===== src/met_pkg.sv =====
// ----------------------------------------------------------------------------
// met_pkg
// Shared types, constants and fixed-point helpers of the escape-time block.
// ----------------------------------------------------------------------------
package met_pkg;

  localparam int PIXEL_BITS = 12;
  localparam int ITER_LIMIT = 65536;
  localparam int FRAC_BITS  = 28;

  localparam int COORD_W = 32;                       // Q4.28 coordinate
  localparam int STEP_W  = 31;
  localparam int ITER_W  = 17;                       // iteration count field
  localparam int SQ_W    = 2 * COORD_W - FRAC_BITS;  // truncated product
  localparam int SAT_W   = 48;                       // headroom for saturation
  localparam int CPROD_W = PIXEL_BITS + STEP_W;      // pixel * step

  localparam int FIFO_DEPTH = 2;

  // configuration register indexes
  localparam int CFG_IDX_W = 3;
  localparam logic [CFG_IDX_W-1:0] REG_RE_ORIGIN = CFG_IDX_W'(0);
  localparam logic [CFG_IDX_W-1:0] REG_REAL_STEP = CFG_IDX_W'(1);
  localparam logic [CFG_IDX_W-1:0] REG_IM_ORIGIN = CFG_IDX_W'(2);
  localparam logic [CFG_IDX_W-1:0] REG_IMAG_STEP = CFG_IDX_W'(3);
  localparam logic [CFG_IDX_W-1:0] REG_MAX_ITER  = CFG_IDX_W'(4);

  localparam logic signed [COORD_W-1:0] RST_RE_ORIGIN = -32'sd536870912;
  localparam logic signed [COORD_W-1:0] RST_IM_ORIGIN = -32'sd536870912;
  localparam logic [STEP_W-1:0]         RST_STEP      = STEP_W'(1048576);
  localparam logic [ITER_W-1:0]         RST_MAX_ITER  = ITER_W'(65536);

  localparam logic signed [COORD_W-1:0] COORD_MAX = {1'b0, {(COORD_W-1){1'b1}}};
  localparam logic signed [COORD_W-1:0] COORD_MIN = {1'b1, {(COORD_W-1){1'b0}}};

  // escape radius squared, 4.0 in the fraction format
  localparam logic signed [SAT_W-1:0] FOUR = SAT_W'(4) <<< FRAC_BITS;

  typedef struct packed {
    logic signed [COORD_W-1:0] re_origin;
    logic [STEP_W-1:0]         real_step;
    logic signed [COORD_W-1:0] im_origin;
    logic [STEP_W-1:0]         imag_step;
    logic [ITER_W-1:0]         limit;      // already clamped to 1..ITER_LIMIT
  } cfg_t;

  typedef struct packed {
    logic signed [COORD_W-1:0] cr;
    logic signed [COORD_W-1:0] ci;
  } point_t;

  typedef struct packed {
    logic full;
    logic empty;
  } q_stat_t;

  function automatic logic signed [COORD_W-1:0] sat_coord(input logic signed [SAT_W-1:0] v);
    if (v > SAT_W'(COORD_MAX)) return COORD_MAX;
    if (v < SAT_W'(COORD_MIN)) return COORD_MIN;
    return v[COORD_W-1:0];
  endfunction

  function automatic logic [ITER_W-1:0] eff_limit(input logic [ITER_W-1:0] m);
    if (m == '0) return ITER_W'(1);
    if (m > ITER_W'(ITER_LIMIT)) return ITER_W'(ITER_LIMIT);
    return m;
  endfunction

endpackage


===== src/met_fifo.sv =====
// ----------------------------------------------------------------------------
// met_fifo
// Short point queue between the coordinate front end and the iterator.
// ----------------------------------------------------------------------------
module met_fifo (
  input  logic              clk_i,
  input  logic              rst_ni,
  input  logic              push_i,
  input  met_pkg::point_t   data_i,
  input  logic              pop_i,
  output met_pkg::point_t   data_o,
  output met_pkg::q_stat_t  stat_o
);
  import met_pkg::*;

  localparam int PTR_W = (FIFO_DEPTH > 1) ? $clog2(FIFO_DEPTH) : 1;
  localparam int CNT_W = $clog2(FIFO_DEPTH + 1);

  point_t             mem_q [FIFO_DEPTH];
  logic [PTR_W-1:0]   wr_q, rd_q;
  logic [CNT_W-1:0]   cnt_q;

  function automatic logic [PTR_W-1:0] ptr_inc(input logic [PTR_W-1:0] p);
    if (p == PTR_W'(FIFO_DEPTH - 1)) return '0;
    return p + PTR_W'(1);
  endfunction

  assign stat_o.full  = (cnt_q == CNT_W'(FIFO_DEPTH));
  assign stat_o.empty = (cnt_q == '0);
  assign data_o       = mem_q[rd_q];

  always_ff @(posedge clk_i or negedge rst_ni) begin
    if (!rst_ni) begin
      wr_q  <= '0;
      rd_q  <= '0;
      cnt_q <= '0;
    end else begin
      if (push_i) wr_q <= ptr_inc(wr_q);
      if (pop_i)  rd_q <= ptr_inc(rd_q);
      if (push_i && !pop_i)      cnt_q <= cnt_q + CNT_W'(1);
      else if (pop_i && !push_i) cnt_q <= cnt_q - CNT_W'(1);
    end
  end

  always_ff @(posedge clk_i) begin
    if (push_i) mem_q[wr_q] <= data_i;
  end

endmodule


===== config.mk =====
export PLATFORM = sky130hd
export DESIGN_NAME = met_fifo
export DESIGN_NICKNAME = d
export VERILOG_FILES = /design/src/met_pkg.sv /design/src/met_fifo.sv
export SDC_FILE = /design/constraint.sdc
export NUM_CORES = 1
export LEC_CHECK = 0
export BUFFER_PORTS_ARGS = -buffer_cell sky130_fd_sc_hd__buf_2
export CELL_PAD_IN_SITES_DETAIL_PLACEMENT = 2
export CELL_PAD_IN_SITES_GLOBAL_PLACEMENT = 2
export CORE_MARGIN = 4
export CORE_UTILIZATION = 38
export CTS_BUF_LIST = sky130_fd_sc_hd__clkbuf_16
export CTS_CLUSTER_DIAMETER = 40
export DETAILED_ROUTE_END_ITERATION = 8
export PLACE_DENSITY_LB_ADDON = 0.1
export RECOVER_POWER = 25
export SKIP_LAST_GASP = 1
export SYNTH_ARGS = -nofsm -noshare
export SYNTH_HDL_FRONTEND = slang
export SYNTH_SLANG_ARGS = --single-unit

===== constraint.sdc =====
create_clock -name clk_i -period 4.3 [get_ports clk_i]
set_input_delay 0.86 -clock clk_i [delete_from_list [all_inputs] [get_ports clk_i]]
set_output_delay 0.86 -clock clk_i [all_outputs]
set_load 0.02 [all_outputs]

Yosys cells after proc, flatten, opt, wreduce, memory -nomap -nowiden
Memory sizes are Yosys's and may differ from the RTL's.
Index checks and enable logic that the tools add are counted.
{"block": "op_classes", "n_eq_ne": 1, "n_reduce_logical": 6, "n_addsub": 4, "mux": 12}
{"operator": "$mux 1", "count": 10}
{"operator": "$mux 2", "count": 2}
{"operator": "$add 1x1->1 const B", "count": 2}
{"operator": "$add 2x1->2 const B", "count": 1}
{"operator": "$eq 2x2->1 const B", "count": 1}
{"operator": "$logic_and 1x1->1", "count": 2}
{"operator": "$logic_not 1->1", "count": 2}
{"operator": "$logic_not 2->1", "count": 1}
{"operator": "$reduce_bool 2->1", "count": 1}
{"operator": "$sub 2x1->2 const B", "count": 1}
{"block": "totals", "inputBits": 68, "ramBits": 128, "output_inout_bits": 66, "ff_bits": 4, "mem_count": 1, "elab_cells": 27}
{"memory": "mem_q", "depth": 2, "width": 64, "read_ports": 1, "rd_ports_with_merged_regs": 0, "wr": 1, "line": "met_fifo.sv:19", "rtl": "point_t mem_q [FIFO_DEPTH];"}

Logic depth before layout (Yosys ltp)
{"block": "logic_depth", "word_depth": 4, "depth_mapped": 5, "mapped_depth_nobuf": 5}

Worst setup path after synthesis
OpenSTA, ideal clock, no wires.
{"block": "synth_path", "kind": "input to register", "start": "in push_i", "end": "mem mem_q[0][0] (netlist bit) (enable)", "path_stages": 1, "required_time_ps": 3806, "setup_time_ps": 494, "slack_ps": 132, "arrival_ps": 3674, "n_path_buf": 0, "path_cell_list": "nor2b_1"}
{"block": "synth_between", "elab_chain_cells": 2}
{"item": "from (decl)", "line": "met_fifo.sv:8", "rtl": "input logic push_i,"}
{"item": "$mux 1", "line": "met_fifo.sv:46", "rtl": "if (push_i) mem_q[wr_q] <= data_i;"}
{"item": "$mux 1 (not written as such)", "line": "met_fifo.sv:46"}
{"item": "to (decl)", "line": "met_fifo.sv:19"}
No other way between the ends.

==> run metrics <==
Area growth syn-to-layout 26.3%; die area 15100 um2; final cycle utilization of the critical path 72.0%; Root Driver clkbuf_16; Distinct cells, synth 13; Final nets 433; Die Wd 123 um; Mapped Area 5010 um2; placed cell count 517; CP Launch Type register; TritonCTS buffer count 17; f_max 323 MHz; CP Class register to primary output; CTS max path bufs 2; vias in the first global route 2802; multiplexer share of the synthesized area 18.1%; H-tree depth 4; Syn Inst Count 215; peak supply drop 0.324 mV; Worst Hold Class input port to async pin; Yosys Warn Count 0; status completed; HPWL after DPL 6830 um; final wirelength 9950 um; Sw Ratio 31.1%; initial antenna violation count 0; unrepaired setup endpoints after global routing false; Synth Area in Compound Gates 0%; reg2reg path depth 1; Slew Viols, Final 0; crit path DAT 2.24 ns; RD Place Congestion 0.671; commonest non-fill, non-tap cell in the layout edfxtp_1; Post-Synth XOR/XNOR Area 0.874%; Sequential Power Share 43.0%; register area share after synthesis 78.7%; Max Cap Viol 0; TritonCTS clock tree built; core box area 12800 um2; Req. time, crit path 3.44 ns; fin cells 549; R2R Path Start wr_q; Int Pwr 3.05 mW; Tmin final 3.10 ns; GRT Residual Overflow 0; P_sw 1.38 mW; pin count of the biggest net entering global routing 65; post-CTS sizing 0; clock latency on the worst-skew pair 0.40 ns; post-route setup TNS 0 ns; routed via count 2484; Ant. Diodes 0; Crit Reg-Reg Endpoint mem_q[1][3]; clock power share 26.4%; #FFs+latches synth 132; synthesized area per cell 23.3 um2; R2R Setup Slk 2.70 ns; die height 123 um; main combinational cell family by area after synthesis multiplexers; # rows 41; drt pass-1 iters 4; CP endpoint kind primary output; PortBufs 133; ANT nets after route 0; Iter 0 DRT Violations 151; Pleak 2.53 nW; drc violations 0; Pwr per Cell Area 700 nW/um2; cts hold-fix bufs 0; Initial Util 39.2%; clock sink count 132; global-route wire length before repair 14800 um; Setup Skew 0.00654 ns; CTS clk-pin slew, worst paths 0.05 ns; Routed WL per cell 18.1 um; Adder-Cell Fraction of Synth Area 0.250%; Total GRT Usage 13.6%; Synth Area in Simple Gates 0.524%; IO Count 134; most frequent cells in the layout edfxtp_1, buf_2, mux2_4; Final Hold Fails 0; max_slew headroom 40.6%; Setup Buffers After CTS 0; share of cells above drive strength 1 55.4%; final setup fails 0; Via-to-Cell Ratio 4.52; worst slew pin tran 0.891 ns; Layout Utilization 49.6%; Worst Path Max Fanout 49; Comb pwr share 30.6%; Syn Nets 284
[cells in the mapped netlist]
cell type,instances,area [um2]
dfrtp_1,4,100
ha_1,1,12.5
xnor2_1,1,8.76
mux2_4,50,751
mux2_2,14,158
xor2_1,4,35.0
nor2b_1,2,12.5
edfxtp_1,128,3840
inv_1,1,3.75
buf_6,6,67.6
and2_1,1,6.26
buf_2,1,5.00
nor2_1,2,7.51
[through the flow]
step / instance area, um2 / setup slack (ns) / total power, mW / hold slack, ns
finish: 6330 / 1.20 / 4.43 / 0.283
global route: 6330 / 1.09 / 4.66 / 0.276
CTS: 6350 / 1.13 / 4.52 / 0.234
detailed placement: 5860 / 1.57 / 3.33 / 0.479
global placement: 5860 / 1.60 / 3.29 / 0.477
floorplan: 5010 / 0.132 / 2.92 / 0.453
[cells by family after synthesis]
logic type / Yosys count
multiplexers: 64
buffers and inverters: 8
AND/OR/NAND/NOR: 5
XOR/XNOR: 5
adder cells (fa/ha/maj): 1
flip-flops: 132
[worst max-delay path by stage]
stage / slack, ns / depth (start not counted) / from / end
2_1_floorplan: 0.13 / 1 / push_i / mem_q[0][0]
3_3_place_gp: 1.60 / 3 / rd_q / data_o[30]
3_5_place_dp: 1.57 / 3 / rd_q / data_o[24]
4_1_cts: 1.13 / 3 / rd_q / data_o[24]
5_1_grt: 1.09 / 3 / rd_q / data_o[24]
6_report: 1.20 / 3 / rd_q / data_o[24]
[worst max-delay path, cell delays in order, from the launching register on]
cell,delay (ns)
dfrtp_4,1.00
buf_4,0.34
mux2_4,0.32
buf_2,0.16
[cell type report]
type	instances	area, um2
clock buffer	17	425
clock inverter	15	60.1
fill	1180	6440
inverter	1	3.75
multi-input combinational	75	1000
sequential	132	3950
tap	172	215
timing repair buffer	137	677
[routing by layer]
layer	track usage [%]	part of all wire (%)	vias up
met3	5.44	7.2	9
met5	0	0	-
met2	22.8	52	91
met4	6.09	1.1	0
met1	15.3	39	1234
li1	-	-	1150
[power groups by stage]
stage               logic (mW)  registers (mW)  clock network (mW)
floorplan                 1.11            1.80                   0
global placement          1.37            1.92                   0
detailed placement        1.38            1.94                   0
CTS                       1.39            1.92                1.21
global route              1.44            1.94                1.27
finish                    1.35            1.91                1.17
[sequential cells by signal (all words and copies together) (netlist names)]
name	count
rd_q	1
wr_q	1
cnt_q	2
mem_q	128
Power figures use the tool's default switching activity.
