### src/met_pkg.sv
// ----------------------------------------------------------------------------
// met_pkg
// Shared types, constants and fixed-point helpers of the escape-time block.
// ----------------------------------------------------------------------------
package met_pkg;

  localparam int PIXEL_BITS = 12;
  localparam int ITER_LIMIT = 65536;
  localparam int FRAC_BITS  = 28;

  localparam int COORD_W = 32;                       // Q4.28 coordinate
  localparam int STEP_W  = 31;
  localparam int ITER_W  = 17;                       // iteration count field
  localparam int SQ_W    = 2 * COORD_W - FRAC_BITS;  // truncated product
  localparam int SAT_W   = 48;                       // headroom for saturation
  localparam int CPROD_W = PIXEL_BITS + STEP_W;      // pixel * step

  localparam int FIFO_DEPTH = 2;

  // configuration register indexes
  localparam int CFG_IDX_W = 3;
  localparam logic [CFG_IDX_W-1:0] REG_RE_ORIGIN = CFG_IDX_W'(0);
  localparam logic [CFG_IDX_W-1:0] REG_REAL_STEP = CFG_IDX_W'(1);
  localparam logic [CFG_IDX_W-1:0] REG_IM_ORIGIN = CFG_IDX_W'(2);
  localparam logic [CFG_IDX_W-1:0] REG_IMAG_STEP = CFG_IDX_W'(3);
  localparam logic [CFG_IDX_W-1:0] REG_MAX_ITER  = CFG_IDX_W'(4);

  localparam logic signed [COORD_W-1:0] RST_RE_ORIGIN = -32'sd536870912;
  localparam logic signed [COORD_W-1:0] RST_IM_ORIGIN = -32'sd536870912;
  localparam logic [STEP_W-1:0]         RST_STEP      = STEP_W'(1048576);
  localparam logic [ITER_W-1:0]         RST_MAX_ITER  = ITER_W'(65536);

  localparam logic signed [COORD_W-1:0] COORD_MAX = {1'b0, {(COORD_W-1){1'b1}}};
  localparam logic signed [COORD_W-1:0] COORD_MIN = {1'b1, {(COORD_W-1){1'b0}}};

  // escape radius squared, 4.0 in the fraction format
  localparam logic signed [SAT_W-1:0] FOUR = SAT_W'(4) <<< FRAC_BITS;

  typedef struct packed {
    logic signed [COORD_W-1:0] re_origin;
    logic [STEP_W-1:0]         real_step;
    logic signed [COORD_W-1:0] im_origin;
    logic [STEP_W-1:0]         imag_step;
    logic [ITER_W-1:0]         limit;      // already clamped to 1..ITER_LIMIT
  } cfg_t;

  typedef struct packed {
    logic signed [COORD_W-1:0] cr;
    logic signed [COORD_W-1:0] ci;
  } point_t;

  typedef struct packed {
    logic full;
    logic empty;
  } q_stat_t;

  function automatic logic signed [COORD_W-1:0] sat_coord(input logic signed [SAT_W-1:0] v);
    if (v > SAT_W'(COORD_MAX)) return COORD_MAX;
    if (v < SAT_W'(COORD_MIN)) return COORD_MIN;
    return v[COORD_W-1:0];
  endfunction

  function automatic logic [ITER_W-1:0] eff_limit(input logic [ITER_W-1:0] m);
    if (m == '0) return ITER_W'(1);
    if (m > ITER_W'(ITER_LIMIT)) return ITER_W'(ITER_LIMIT);
    return m;
  endfunction

endpackage

### src/met_if.sv
// ----------------------------------------------------------------------------
// met_if
// Valid/ready channels for pixel coordinates and iteration counts.
// ----------------------------------------------------------------------------
interface met_pix_if;
  import met_pkg::*;
  logic                  valid;
  logic                  ready;
  logic [PIXEL_BITS-1:0] pixel_x;
  logic [PIXEL_BITS-1:0] pixel_y;

  modport source (output valid, output pixel_x, output pixel_y, input ready);
  modport sink   (input valid, input pixel_x, input pixel_y, output ready);
endinterface


### src/met_front.sv
// ----------------------------------------------------------------------------
// met_front
// Maps a pixel index pair to the point c: multiply stage, then offset and
// saturate stage, then push into the point queue.
// ----------------------------------------------------------------------------
module met_front (
  input  logic                  clk_i,
  input  logic                  rst_ni,
  met_pix_if.sink               pix,
  input  met_pkg::cfg_t         cfg_i,
  input  met_pkg::q_stat_t      q_stat_i,
  output logic                  push_o,
  output met_pkg::point_t       point_o
);
  import met_pkg::*;

  logic               s1_v_q;
  logic [CPROD_W-1:0] s1_pr_q, s1_pi_q;
  logic               s2_v_q;
  point_t             s2_pt_q;
  logic               s2_load, s1_adv, accept;
  point_t             pt_d;

  assign push_o  = s2_v_q && !q_stat_i.full;
  assign s2_load = !s2_v_q || push_o;
  assign s1_adv  = s1_v_q && s2_load;
  assign pix.ready = !s1_v_q || s1_adv;
  assign accept  = pix.valid && pix.ready;
  assign point_o = s2_pt_q;

  always_comb begin
    pt_d.cr = sat_coord(SAT_W'(cfg_i.re_origin) + SAT_W'($signed({1'b0, s1_pr_q})));
    pt_d.ci = sat_coord(SAT_W'(cfg_i.im_origin) + SAT_W'($signed({1'b0, s1_pi_q})));
  end

  always_ff @(posedge clk_i or negedge rst_ni) begin
    if (!rst_ni) begin
      s1_v_q <= 1'b0;
      s2_v_q <= 1'b0;
    end else begin
      if (pix.ready) s1_v_q <= accept;
      if (s2_load)   s2_v_q <= s1_adv;
    end
  end

  always_ff @(posedge clk_i) begin
    if (accept) begin
      s1_pr_q <= CPROD_W'(pix.pixel_x) * CPROD_W'(cfg_i.real_step);
      s1_pi_q <= CPROD_W'(pix.pixel_y) * CPROD_W'(cfg_i.imag_step);
    end
    if (s1_adv) s2_pt_q <= pt_d;
  end

endmodule

### src/flat_wrapper.sv
// flat-port wrapper written by rule: the top's interface ports become plain ports
module met_front_flat import met_pkg::*;
  (clk_i, rst_ni, cfg_i, q_stat_i, push_o, point_o, pix_valid, pix_pixel_x, pix_pixel_y, pix_ready);
  met_pix_if pix_i ();
  input  logic clk_i;
  input  logic rst_ni;
  input  met_pkg::cfg_t cfg_i;
  input  met_pkg::q_stat_t q_stat_i;
  output logic push_o;
  output met_pkg::point_t point_o;
  input wire logic [$bits(pix_i.valid)-1:0] pix_valid;
  input wire logic [$bits(pix_i.pixel_x)-1:0] pix_pixel_x;
  input wire logic [$bits(pix_i.pixel_y)-1:0] pix_pixel_y;
  output wire logic [$bits(pix_i.ready)-1:0] pix_ready;
  assign pix_i.valid = pix_valid;
  assign pix_i.pixel_x = pix_pixel_x;
  assign pix_i.pixel_y = pix_pixel_y;
  assign pix_ready = pix_i.ready;
  met_front u_core (.clk_i(clk_i), .rst_ni(rst_ni), .pix(pix_i), .cfg_i(cfg_i), .q_stat_i(q_stat_i), .push_o(push_o), .point_o(point_o));
endmodule
### config.mk
export PLATFORM = sky130hd
export DESIGN_NAME = met_front_flat
export DESIGN_NICKNAME = d
export VERILOG_FILES = /design/src/met_pkg.sv /design/src/met_if.sv /design/src/met_front.sv /design/src/flat_wrapper.sv
export SDC_FILE = /design/constraint.sdc
export NUM_CORES = 2
export LEC_CHECK = 0
export BUFFER_PORTS_ARGS = -buffer_cell sky130_fd_sc_hd__buf_4
export CELL_PAD_IN_SITES_DETAIL_PLACEMENT = 2
export CELL_PAD_IN_SITES_GLOBAL_PLACEMENT = 2
export CORE_MARGIN = 2
export CORE_UTILIZATION = 40
export CTS_BUF_LIST = sky130_fd_sc_hd__clkbuf_8
export DETAILED_ROUTE_END_ITERATION = 16
export GPL_TIMING_DRIVEN = 0
export PLACE_DENSITY_LB_ADDON = 0.1
export SETUP_SLACK_MARGIN = 0.3
export SLEW_MARGIN = 15
export SYNTH_ARGS = -nofsm -noshare
export SYNTH_HDL_FRONTEND = slang
export SYNTH_SLANG_ARGS = --single-unit
### constraint.sdc
create_clock -name clk_i -period 8.07 [get_ports clk_i]
set_clock_uncertainty 0.1 [all_clocks]
set_input_delay 1.614 -clock clk_i [delete_from_list [all_inputs] [get_ports clk_i]]
set_output_delay 1.614 -clock clk_i [all_outputs]
set_load 0.1 [all_outputs]
# == Word level (Yosys, flattened, before mapping) ==
# Index checks and enable logic that the tools add are counted.
# W data, S select, Z words.
# totals
ff_bits,152
word_cells,36
# op_classes
add_sub_neg,2
mul,2
order_cmp,4
mux,14
n_reduce_logical,8
# op_table
op,n
$mux W32,8
$gt A48 B32 Y1 const B,2
$lt A48 B32 Y1 const B,2
$add A32 B44 Y45,2
$mul A12 B31 Y43,2
$mux W1,6
$logic_and A1 B1 Y1,3
$logic_not A1 Y1,3
$logic_or A1 B1 Y1,2

# == Longest topological paths before layout ==
# logic_depth
word_depth,6
ltp_mapped,24

# == Least setup slack after synthesis ==
# Ideal clock, no wire load.
# synth_timing
path_kind,input-to-reg
start,input pix_pixel_x[8]
end,register u_core.s1_pr_q[39] (data pin)
arrival_ns,7.048
slack_ns,0.727
path_stages,22
n_path_buf,1
cell_sequence,clkbuf_1 nand2_1 fa_1 inv_1 fa_1 fa_1 fa_1 inv_1 fa_1 inv_1 ha_1 a21o_1 a21o_1 a21o_1 a21o_1 a211oi_1 nand3_1 nand3_1 nand3_1 or4_1 a2111o_1 o311ai_0
# synth_between
elab_chain_cells,1
# synth_lines
item,line,source
start: declaration,flat_wrapper.sv:12,input wire logic [$bits(pix_i.pixel_x)-1:0] pix_pixel_x;
$mul A12 B31 Y43,met_front.sv:48,s1_pr_q <= CPROD_W'(pix.pixel_x) * CPROD_W'(cfg_i.real_step);
end signal: assignment,met_front.sv:48,
end: declaration,met_front.sv:18,"logic [CPROD_W-1:0] s1_pr_q, s1_pi_q;"
# No other way between the ends.
# A chain may end at the register's enable or synchronous reset.

# == Worst setup path after layout ==
# layout_timing
start,input pix_pixel_x[11]
end,register u_core.s1_pr_q[39] (data pin)
# Same word-level chain as after synthesis.

==> results.txt <==
CTS tree: yes
Largest net degree at the start of global routing: 60
Via Count: 27,060
Yosys Warn Count: 0
Initial Util: 40.43%
CP delay by family, top: adder cells
Final setup vio count: 0
Worst r2r path cells: 14
XOR/XNOR Fraction of Synth Area: 3.562%
Critical Path Source Type: input port
Synth Net Count: 4,724
Max-slew violations: 0
CP max stage delay: 630 ps
Post-CTS Setup Inserts: 0
Final Hold Vio Count: 0
Max Freq: 130.2 MHz
Cell area after synthesis: 33,190 sq um
Mux contribution to synthesized area: 0.1922%
Hold-critical path depth: 1
#FFs+latches synth: 152
Status: completed
Largest area contributor in the netlist: fa_1
Fin crit period: 7682 ps
Via/cell ratio: 5.364
Area Overhead vs Synth: 11.23%
Via count of the first global-routing pass: 30,870
Fraction of registers with async set/reset: 1.316%
GR Util All Layers: 27.14%
Initial DRC Count: 1,245
Synth Instances: 3,720
Primary FF master, synth: edfxtp_1
Crit path depth: 22
Most common cell after layout, fill and taps aside: inv_1
WP buf/inv: 4
Total Nets Final: 4,963
Synth Area in Simple Gates: 16.36%
Largest family of logic cells by synthesized area: adder cells
Area contributors post-synth: fa_1, edfxtp_1, ha_1
Commonest non-fill, non-tap cells in the layout: inv_1, nand2_1, fa_1, ha_1, and2_1
Max-Cap Viols: 0
Grt total ovfl: 0
Most used cell, CP: fa_1
Worst-path clk slew: 130 ps
Worst Hold Class: register to register
Critical-path top delay cell: fa_1
CTS sink cnt: 152
Final worst-path cycle share: 95.19%
IO Count: 238
Crit Path Category: input port to register
Area fraction of the dominant cell type after synthesis: 35.10%
EDFF count, synth: 150
Reg2Reg Setup Slack: 2710 ps
Post-Synth Adder-Cell Area: 44.52%
Routed WL per cell: 22.41 microns
Die height: 292.1 microns
Core Area: 82,110 sq um
Die X: 292.1 microns
Row cnt: 105
WP data arrival: 7920 ps
Num CTS Buffers: 17
Maximum clock insertion buffer count: 2
Distinct cells, synth: 85
First-pass GRT wire length: 178.3 mm
Avg Cell Area, Syn: 8.923 sq um
Register area share after synthesis: 13.72%
Worst Path Required: 8310 ps
Drt total wl: 113.0 mm
Crit. End Element: register
Detailed Place HPWL: 98.00 mm
Antenna violations before repair: 2
RSZ-0062 raised after global routing: true
Final Wtd Congestion: 0.8781
Post-DRT Antenna Nets: 0
Post-synthesis compound-gate area fraction: 11.80%
DRC: 0
Max Fanout on Critical Path: 10
Critical path cell sequence: buf_4, buf_2, and2_1, fa_1, fa_1, fa_1, fa_1, inv_1, fa_1, inv_1, ha_1, a21o_1, a21o_1, a21o_1, a21o_1, a211oi_1, nand3_1, nand3_1, nand3_1, or4_1, a2111o_1, o311ai_4
Slew @ Worst Pin: 1027 ps
Worst setup slack after layout: 388.5 ps
Die ar.: 85,300 sq um
DP Worst Slack: -868.9 ps
Fraction of layout cells with a size suffix above 1: 10.67%
Slew margin rel.: 30.68%
IO buf count: 219
Clk_lat worst skew: 560 ps
Drt pass-1 iters: 5
Root Buffer: clkbuf_8
H-tree Lvls: 4
-- per-layer routing --
| layer | vias to the layer above | part of all wire (%) | wire, microns | GRT usage, % |
|---|---|---|---|---|
| li1 | 12280 | - | - | - |
| met1 | 14180 | 47 | 52770 | 38.15 |
| met2 | 500 | 47 | 52750 | 44.22 |
| met3 | 98 | 4.6 | 5192 | 4.186 |
| met4 | 2 | 2.0 | 2312 | 6.022 |
| met5 | - | 0.012 | 14 | 0 |
-- through the flow --
step                      hold slack (ps)  cell area [sq um]  instances  util, %  TNS (ps)
after global routing                471.1              36920       5043    44.96         0
final                               435.1              36920       5044    44.96         0
after floorplan                     343.4              33190       3720        -         0
after CTS                           431.2              36780       5044    44.80         0
after global placement              357.2              36180       5009    44.06   -106620
after detailed placement            398.4              36300       5013    44.21     -7290
-- timing repair --
item	4_1_cts	5_1_grt
gates resized for setup	40	121
endpoints found under the setup margin	10	15
hold buffers	0	0
pin swaps	0	4
-- synth_stat cells (all sizes together) (6+ instances only) --
cell	n
xnor2	96
inv	680
nor2	106
a41oi	6
nor2b	19
a21o	106
o31a	6
a211o	8
nor3	35
fa	582
o21a	22
o211ai	11
a211oi	21
a21oi	149
o21bai	31
or3	13
a21boi	7
or2	9
clkbuf	158
nand4	31
nand2b	27
and2	224
a221oi	8
a31oi	18
o21ai	115
a2111oi	7
and3	24
xor2	39
nand3	46
buf	19
ha	250
o31ai	10
edfxtp	150
nand2	611
-- path summary, 6_finish.rpt --
| path | from | to |
|---|---|---|
| worst max-delay path | pix_pixel_x[11] | u_core.s1_pr_q[39] |
| worst min-delay path | u_core.s1_v_q | u_core.s2_v_q |
| worst max register to register | u_core.s1_pi_q[15] | u_core.point_o[18] |
| worst min register to register | u_core.s1_v_q | u_core.s2_v_q |
| max in group asynchronous | rst_ni | u_core.s2_v_q |
| min in group asynchronous | rst_ni | u_core.s1_v_q |
-- worst reg2reg max path, delay by kind of cell, from the launching register on --
| kind | cells | cell delay [ps] |
|---|---|---|
| AND/OR/NAND/NOR | 3 | 660 |
| AO/OA/AOI/OAI | 7 | 3070 |
| XOR/XNOR | 1 | 220 |
| buffers and inverters | 2 | 520 |
| adder cells (fa/ha/maj) | 1 | 270 |
| flip-flops | 1 | 380 |
-- state kept, by name, summed over array words and instances (netlist names) --
| signal | count |
|---|---|
| u_core.s1_pi_q | 43 |
| u_core.s1_v_q | 1 |
| u_core.s2_v_q | 1 |
| u_core.s1_pr_q | 43 |
| u_core.point_o | 64 |
-- logic make-up (layout without fill, tap and decap cells) --
| kind of cell | after synthesis | count (layout) |
|---|---|---|
| AOI/OAI and AO/OA | 573 | 573 |
| xor gates and xnor gates | 135 | 135 |
| adders and majority gates | 832 | 832 |
| buffers and inverters | 857 | 1109 |
| DFF | 152 | 152 |
| muxes | 5 | 5 |
| other | 0 | 2 |
| and+or+nand+nor | 1166 | 1166 |
-- area by class of cell --
class	count	area (sq um)
clock buffer	17	234.0
tap	1070	1339
timing repair buffer	223	1754
multi-input combinational	2711	25460
antenna	2	5.005
clock inverter	15	198.9
inverter	680	2552
fill	9101	45190
sequential	152	4554
buffer	174	820.8
Power is left out: the tool's default activity adds up to more than one toggle a clock period on the data nets, which glitch-free logic cannot reach.
